<file path="config.mk">
export PLATFORM = sky130hd
export DESIGN_NAME = ple_cell
export DESIGN_NICKNAME = d
export VERILOG_FILES = /design/src/design/ple_pkg.sv /design/src/design/ple_cell.sv
export SDC_FILE = /design/constraint.sdc
export NUM_CORES = 1
export LEC_CHECK = 0
export ABC_AREA = 1
export BUFFER_PORTS_ARGS = -buffer_cell sky130_fd_sc_hd__buf_4
export CORE_MARGIN = 2
export CORE_UTILIZATION = 39
export DETAILED_ROUTE_END_ITERATION = 16
export PLACE_DENSITY = 0.89
export SLEW_MARGIN = 25
export SYNTH_ARGS = -nofsm -noshare
export SYNTH_HDL_FRONTEND = slang
export SYNTH_SLANG_ARGS = --single-unit
</file>
<file path="constraint.sdc">
create_clock -name clk -period 2.4 [get_ports clk]
set_input_delay 0.12 -clock clk [delete_from_list [all_inputs] [get_ports clk]]
set_output_delay 0.12 -clock clk [all_outputs]
set_load 0.005 [all_outputs]
</file>
<file path="src/design/ple_pkg.sv">
// Shared types and codes for the positional list engine.
package ple_pkg;

  localparam int OP_W     = 2;
  localparam int DATA_W   = 32;
  localparam int POS_W    = 7;
  localparam int STATUS_W = 3;

  typedef enum logic [OP_W-1:0] {
    OP_INSERT    = 2'd0,
    OP_POP_FRONT = 2'd1,
    OP_POP_REAR  = 2'd2,
    OP_SEARCH    = 2'd3
  } op_t;

  typedef enum logic [STATUS_W-1:0] {
    ST_OK        = 3'd0,
    ST_BAD_POS   = 3'd1,
    ST_EMPTY     = 3'd2,
    ST_NOT_FOUND = 3'd3,
    ST_FULL      = 3'd4
  } status_t;

  typedef enum logic [2:0] {
    CELL_HOLD      = 3'd0,
    CELL_INSERT    = 3'd1,
    CELL_POP       = 3'd2,
    CELL_TRIM      = 3'd3,
    CELL_LOAD_KEY  = 3'd4,
    CELL_LOAD_REAR = 3'd5,
    CELL_SHIFT     = 3'd6
  } cell_op_t;

  typedef struct packed {
    cell_op_t op;
    logic     at;
    logic     after;
  } cell_ctrl_t;

  typedef struct packed {
    logic              occ;
    logic [DATA_W-1:0] value;
    logic              hit;
    logic [DATA_W-1:0] data;
  } cell_link_t;

endpackage

</file>
<file path="src/design/ple_cell.sv">
// One list cell: a stored value, its occupancy bit and a scan token stage.
module ple_cell (
  input  logic                     clk,
  input  logic                     rst,
  input  ple_pkg::cell_ctrl_t      ctrl,
  input  logic [31:0]              din,
  input  ple_pkg::cell_link_t      prev,
  input  ple_pkg::cell_link_t      next,
  output ple_pkg::cell_link_t      self
);
  import ple_pkg::*;

  logic              occ;
  logic [DATA_W-1:0] value;
  logic              hit;
  logic [DATA_W-1:0] data;

  always_ff @(posedge clk) begin
    if (rst) begin
      occ <= 1'b0;
      hit <= 1'b0;
    end else begin
      unique case (ctrl.op)
        CELL_INSERT: begin
          if (ctrl.at) begin
            occ <= 1'b1;
          end else if (ctrl.after) begin
            occ <= prev.occ;
          end
        end
        CELL_POP, CELL_TRIM: occ <= next.occ;
        CELL_LOAD_KEY:  hit <= occ && (value == din);
        CELL_LOAD_REAR: hit <= occ && !next.occ;
        CELL_SHIFT:     hit <= next.hit;
        default: ;
      endcase
    end
  end

  always_ff @(posedge clk) begin
    unique case (ctrl.op)
      CELL_INSERT: begin
        if (ctrl.at) begin
          value <= din;
        end else if (ctrl.after) begin
          value <= prev.value;
        end
      end
      CELL_POP:                      value <= next.value;
      CELL_LOAD_KEY, CELL_LOAD_REAR: data <= value;
      CELL_SHIFT:                    data <= next.data;
      default: ;
    endcase
  end

  assign self = '{occ: occ, value: value, hit: hit, data: data};

endmodule

</file>
==> results of run 1 <==
## layout make-up
class | count | area share [%]
clock inverter | 5 | 0.843
multi-input combinational | 287 | 27.9
tap | 129 | 2.94
sequential | 66 | 35.7
timing repair buffer | 210 | 28.9
inverter | 19 | 1.30
clock buffer | 10 | 2.33
## worst max-delay path: cells and delay by family (launching register included)
family / cells / cell delay (ns)
XOR/XNOR: 1 / 0.20
AO/OA/AOI/OAI: 1 / 0.13
flip-flops: 1 / 0.44
AND/OR/NAND/NOR: 7 / 0.59
## power groups by stage
stage / clock network, mW / logic, mW / registers [mW]
2_1_floorplan: 0 / 0.274 / 1.47
3_3_place_gp: 0 / 0.647 / 1.47
3_5_place_dp: 0 / 0.668 / 1.47
4_1_cts: 0.897 / 0.670 / 1.45
5_1_grt: 0.949 / 0.729 / 1.46
6_report: 0.884 / 0.664 / 1.45
## layout by cell type (no fill, tap or decap), drive strengths merged
cell	Yosys	final
clkinv	0	4
nand2	136	136
nand3	3	3
buf	19	210
nor3	1	1
inv	19	19
a41oi	1	1
edfxtp	64	64
bufinv	0	1
dfxtp	2	2
a31oi	2	2
a21oi	34	34
nor2	42	42
o2111ai	1	1
xnor2	26	26
mux2i	26	26
o21ai	15	15
clkbuf	1	10
## kinds of logic (layout without fill, tap and decap cells)
kind of cell | after synthesis | in the layout
buffers and inverters | 39 | 244
flip-flops | 66 | 66
AND/OR/NAND/NOR | 182 | 182
AO/OA/AOI/OAI | 53 | 53
XOR/XNOR | 26 | 26
multiplexers | 26 | 26
## how the worst min path moves through the flow
stage / from / slack, ns / cells past startpoint / endpoint
6_report: next[6] / 0.06 / 3 / data[6]
5_1_grt: next[26] / 0.06 / 3 / data[26]
4_1_cts: next[6] / 0.05 / 3 / data[6]
3_5_place_dp: next[14] / 0.40 / 3 / data[14]
3_3_place_gp: next[23] / 0.39 / 3 / data[23]
2_1_floorplan: next[65] / 0.28 / 2 / occ
## per-layer routing
metal	wire length, µm	share of wire (%)
met1	4180	37
met2	6130	55
met3	678	6.1
met4	215	1.9
met5	0	0
## Yosys cell counts, types with 2 or more instances
master and instances:
nand2_1 136, buf_6 6, buf_2 7, a21oi_2 14
mux2i_1 26, o21ai_0 15, a21oi_1 20, buf_4 6
xnor2_1 26, edfxtp_1 64, a31oi_1 2, nand3_1 2
nor2_1 42, dfxtp_1 2, inv_1 18
## state kept, by name, indices dropped and copies added (netlist names)
signal	flops
data	32
hit	1
occ	1
value	32
## stage by stage
stage                     util, %  cell area (µm²)  power (mW)  hold slack (ns)  instances
final                        59.4             5490        2.99           0.0623        726
after global routing         59.4             5490        3.13           0.0557        726
after CTS                    59.4             5490        3.01           0.0464        726
after detailed placement     57.5             5320        2.14            0.396        711
after global placement       57.5             5320        2.11            0.393        711
after floorplan                 -             3700        1.75            0.281        392
==> flow_metrics.tcl, run 1 <==
set metrics [dict create \
    antenna_cells 0 \
    period_share_pct 58.6 \
    finalMaxSlewViolations 0 \
    fmax_mhz 711 \
    cts_resized 0 \
    post_cts_buffers 0 \
    cts_root_buffer "clkbuf_8" \
    path_max_fanout 3 \
    cts_buffers 9 \
    syn-instance-count 392 \
    cts_tree "yes" \
    critPathKind "reg -> reg" \
    ff2ff_path_depth 9 \
    antenna_found_initial 0 \
    switching_share_pct 25.7 \
    slew_headroom_pct 64.0 \
    p_int_mw 2.22 \
    cp_cell_sequence "xnor2_1 -> nand2_1 -> nor2_1 -> nand2_1 -> nor2_1 -> nand2_1 -> nand2_1 -> nand2_1 -> a21oi_1" \
    use_met1_pct 23.1 \
    critical_path.most_common_cell "nand2_1" \
    fp.dieH_um 101 \
    r2r_slack_ns 0.99 \
    setup_viol 0 \
    synth-xor-area-share_pct 6.15 \
    powerDensity_mw_per_mm2 545 \
    critPathArrivalTime_ns 1.67 \
    fin_skew_ns 0.0167 \
    avgViaCountPerCell 4.79 \
    synth.distinct_cells 21 \
    placementRows 35 \
    status "completed" \
    timing.rr.start "value[25]" \
    routed_wl_um 11200 \
    synth_mux_area_share_pct 7.02 \
    ant_nets 0 \
    nNetsFinal 764 \
    clk_path_buf_depth 2 \
    maxCapViolCount 0 \
    synth.largest_area_cell "edfxtp_1" \
    cp-start-kind "register" \
    area_growth_pct 48.2 \
    async_flop_share_pct 0 \
    synthAdderAreaFrac_pct 0 \
    overflow 0 \
    vias 3481 \
    synth_seq_cells 66 \
    synth_edf_count 64 \
    nFillCells 784 \
    cp-end-kind "register" \
    busiest_layer "met2" \
    multi_input_area_mm2 0.00153 \
    vdd_drop_max_mv 0.294 \
    synthDominantCellAreaShare_pct 51.9 \
    dieArea_mm2 0.0103 \
    r2r_end "hit" \
    dp_slack_ns 0.913 \
    grt_pass1_wl_um 16900 \
    tightest_slew_ns 0.539 \
    worst_skew_pair.late_latency_ns 0.33 \
    die_w_um 101 \
    slowest_stage "edfxtp_1" \
    cts_hold_buf 0 \
    syn-cell-area_mm2 0.00370 \
    ys.flop_type "edfxtp_1" \
    synth_area_per_cell_um2 9.45 \
    worstSetupStartpoint "value[25]" \
    grt_use_total_pct 21.4 \
    core-area_mm2 0.00924 \
    hold_viol 0 \
    drt_iter0_drc 85 \
    cts.reportedPaths.clkPinSlew_ns 0.08 \
    met2_usage_pct 41.0 \
    start_util_pct 40.1 \
    comb_power_share_pct 22.2 \
    switchingPower_mw 0.770 \
    p_leak_nw 2.56 \
    cts_sinks 66 \
    rsz0062_at_grt "false" \
    cts-htree-levels 3 \
    io_buffers 203 \
    slowest_delay_ns 0.44 \
    fin_ws_ns 0.993 \
    synth_nets 563 \
    routedWlPerCell_um 15.4 \
    grtUsageMet3_pct 4.62 \
    dp_hpwl_um 8500 \
    grt_pass1_vias 3594 \
    hold_class "in -> reg" \
    crit_required_ns 2.66 \
    yosys_warnings 0 \
    synth_top_family_by_area "simple AND/OR/NAND/NOR gates" \
    first_pass_iters 5 \
    grt_max_degree 39 \
    crit_path_end "hit" \
    seq_power_share_pct 48.3 \
    drcViolationCount 0 \
    seq_area_frac_synth_pct 53.0 \
    drive_above_1_share_pct 40.0 \
    synthSimpleGateAreaFrac_pct 19.0 \
    fin_crit_ns 1.41 \
    synth_compound_area_share_pct 8.85 \
    fin_tns_setup_ns 0 \
    regArea_mm2 0.00196 \
    num_io_pins 237 \
    gp_congestion 0.777 \
    p_clk_share_pct 29.5 \
    ys_top_cells_by_area "edfxtp_1 (52%), nand2_1 (14%), mux2i_1 (7.0%)" \
]
Power figures use the tool's default switching activity.
==> run 2, diff against run 1 <==
--- a/config.mk
+++ b/config.mk
@@ -5,12 +5,12 @@
 export SDC_FILE = /design/constraint.sdc
 export NUM_CORES = 1
 export LEC_CHECK = 0
-export ABC_AREA = 1
+export ABC_AREA = 0
 export BUFFER_PORTS_ARGS = -buffer_cell sky130_fd_sc_hd__buf_4
 export CORE_MARGIN = 2
-export CORE_UTILIZATION = 39
+export CORE_UTILIZATION = 38
 export DETAILED_ROUTE_END_ITERATION = 16
-export PLACE_DENSITY = 0.89
+export PLACE_DENSITY = 0.88
 export SLEW_MARGIN = 25
 export SYNTH_ARGS = -nofsm -noshare
 export SYNTH_HDL_FRONTEND = slang
==> constraint.sdc (replaced) <==
create_clock -name clk -period 1.15 [get_ports clk]
set_input_delay 0.0575 -clock clk [delete_from_list [all_inputs] [get_ports clk]]
set_output_delay 0.0575 -clock clk [all_outputs]
set_load 0.005 [all_outputs]
==> run 2 against run 1 <==
  * The run now ends with setup timing left
  * Utilization increased by 7.2 points
  * Final cell count shrank 11%
  * Hold slack lost 0.062 ns
  * Non-clock buffer count rose by 59
  * Critical path depth shrank 3
  * Sequential power grew 100%
  * Clock skew fell by 0.0060 ns
  * Global-route usage up 2.6 points
  * Critical path type unchanged
  * Largest power group unchanged
==> flow_metrics.tcl, run 2 <==
set metrics [dict create \
    gp_congestion 0.912 \
    start_util_pct 39.5 \
    switching_share_pct 24.5 \
    ys.flop_type "edfxtp_1" \
    layout_commonest_cell "buf_4" \
    syn-cell-area_mm2 0.00348 \
    placementRows 34 \
    io_buffers 203 \
    synthDominantCellAreaShare_pct 55.2 \
    synth_seq_cells 66 \
    setup_viol 1 \
    synth_most_common_cell "edfxtp_1" \
    synth.distinct_cells 24 \
    total_power_mw 6.40 \
    r2r_end "hit" \
    first_pass_iters 4 \
    die_w_um 99.7 \
    yosys_warnings 0 \
    grt_use_total_pct 23.9 \
    hold_viol 0 \
    grt_pass1_vias 3476 \
    synth_nets 443 \
    cp_cell_sequence "xnor2_1 -> buf_4 -> nand4_1 -> nor4_2 -> a221oi_1 -> a2111oi_2" \
    async_flop_share_pct 0 \
    cts_sinks 66 \
    antenna_cells 0 \
    min_from "next[60]" \
    drive_above_1_share_pct 58.3 \
    violations "setup timing" \
    cts_buffers 9 \
    hold_class "in -> reg" \
    grt_pass1_wl_um 18000 \
    fin_skew_ns 0.0107 \
    final_cell_mix "buf_4 (255), edfxtp_1 (64), mux2i_1 (33)" \
    syn-instance-count 272 \
    routed_wl_um 12000 \
    vias 3271 \
    fin_tns_setup_ns -0.368 \
    fin_crit_ns 1.52 \
    drcViolationCount 0 \
    synth_edf_count 64 \
    fp.dieH_um 99.7 \
    overflow 0 \
    ant_nets 0 \
    p_int_mw 4.83 \
    synth_area_per_cell_um2 12.8 \
    worst_skew_pair.late_latency_ns 0.34 \
    slowest_delay_ns 0.41 \
    core-area_mm2 0.00881 \
    drt_iter0_drc 158 \
    p_leak_nw 2.54 \
    synthTopCellsByCount "edfxtp_1 (64), mux2i_1 (33), o21ai_0 (33)" \
    tightest_slew_ns 0.341 \
    ys_top_cells_by_area "edfxtp_1 (55%), mux2_2 (10%), mux2i_1 (9.5%)" \
    period_share_pct 132 \
    routedWlPerCell_um 18.5 \
    synth.largest_area_cell "edfxtp_1" \
    antenna_found_initial 0 \
    critPathKind "reg -> reg" \
    powerDensity_mw_per_mm2 1090 \
    comb_power_share_pct 24.9 \
    critPathArrivalTime_ns 1.75 \
    p_clk_share_pct 28.8 \
    maxCapViolCount 0 \
    path_max_fanout 2 \
    slowest_stage "edfxtp_1" \
    seq_area_frac_synth_pct 56.4 \
    slew_headroom_pct 77.0 \
    cp-start-kind "register" \
    dieArea_mm2 0.00994 \
    seq_power_share_pct 46.3 \
    switchingPower_mw 1.57 \
    dp_slack_ns -0.530 \
    vdd_drop_max_mv 0.875 \
    finalMaxSlewViolations 0 \
    top_regs "data x32, value x32" \
    hold_end "value[27]" \
    rsz0062_at_grt "true" \
    grt_max_degree 31 \
    timing.rr.start "value[6]" \
    cts-htree-levels 3 \
    num_io_pins 237 \
    cp-end-kind "register" \
    crit_required_ns 1.38 \
    clk_path_buf_depth 2 \
    dp_hpwl_um 9570 \
    nNetsFinal 707 \
    worstHoldPathCells 3 \
    area_growth_pct 68.6 \
    cts.reportedPaths.clkPinSlew_ns 0.07 \
    cts_root_buffer "clkbuf_8" \
    cts_tree "yes" \
    fin_ws_ns -0.368 \
    ff2ff_path_depth 6 \
    r2r_slack_ns -0.37 \
    status "finished, violations left" \
    avgViaCountPerCell 5.05 \
    fmax_mhz 659 \
]
-- run 2: cell count changes after synthesis, sizes merged, moves of 3 or more --
cell / before / now
buf: 19 / 14
nor2: 42 / 4
xnor2: 26 / 32
nand4: 0 / 8
nand3: 3 / 0
mux2i: 26 / 33
a21oi: 34 / 1
inv: 19 / 2
mux2: 0 / 32
nand2: 136 / 32
o21ai: 15 / 33
-- run 2: logic make-up (layout without fill, tap and decap cells) --
| logic type | after synthesis | count (layout) | share of synthesized area (%) |
|---|---|---|---|
| AOI/OAI and AO/OA | 42 | 42 | 6.80 |
| DFF | 66 | 66 | 56.4 |
| xor gates and xnor gates | 32 | 32 | 8.05 |
| buffers and inverters | 18 | 286 | 2.59 |
| and+or+nand+nor | 49 | 49 | 6.33 |
| muxes | 65 | 65 | 19.8 |
-- run 2: area by class of cell --
class | instances | area (µm²)
fill | 677 | 2940
timing repair buffer | 269 | 2100
sequential | 66 | 1960
multi-input combinational | 188 | 1490
tap | 108 | 135
clock buffer | 11 | 131
clock inverter | 4 | 43.8
inverter | 2 | 7.51
-- run 2: how the worst max path moves through the flow --
stage	cells past startpoint	slack (ns)	startpoint	to
after floorplan	4	-0.21	ctrl[4]	hit
after global placement	5	-0.50	value[7]	hit
after detailed placement	5	-0.53	value[7]	hit
after CTS	6	-0.37	value[6]	hit
after global routing	5	-0.52	value[28]	hit
final	6	-0.37	value[6]	hit
-- run 2: critical path: cells and delay by family (launching register included) --
kind	cells	cell delay, ns
AO/OA/AOI/OAI	2	0.32
XOR/XNOR	1	0.17
buffers and inverters	1	0.14
flip-flops	1	0.41
AND/OR/NAND/NOR	2	0.39
-- run 2: power groups by stage --
stage	sequential [mW]	clock [mW]	combinational, mW
3_5_place_dp	3.01	0	1.55
2_1_floorplan	3.04	0	0.505
6_report	2.96	1.84	1.60
4_1_cts	2.96	1.87	1.59
3_3_place_gp	3.00	0	1.51
5_1_grt	2.98	1.96	1.71
-- run 2: repair_timing --
action                     4_1_cts  5_1_grt
setup endpoints to repair        1        2
hold endpoints to repair         9        0
pin swaps                        3        0
setup buffers                    0        1
hold buffers                     8        0
cloned                           0        0
resized for setup                4        3
-- run 2: metal layers --
metal	GRT usage, %	share of wire (%)
met4	8.32	3.0
met3	4.99	6.2
met2	43.0	51
met1	28.4	39
met5	0	0
-- run 2: per-stage QoR --
| step | area (µm²) | hold WS (ns) | utilization [%] | instances |
|---|---|---|---|---|
| finish | 5870 | 0.000416 | 66.6 | 648 |
| global route | 5870 | 0.00669 | 66.6 | 648 |
| CTS | 5850 | 0.00333 | 66.5 | 648 |
| detailed placement | 5570 | 0.262 | 63.2 | 625 |
| global placement | 5570 | 0.254 | 63.2 | 625 |
| floorplan | 3530 | 0.130 | - | 272 |
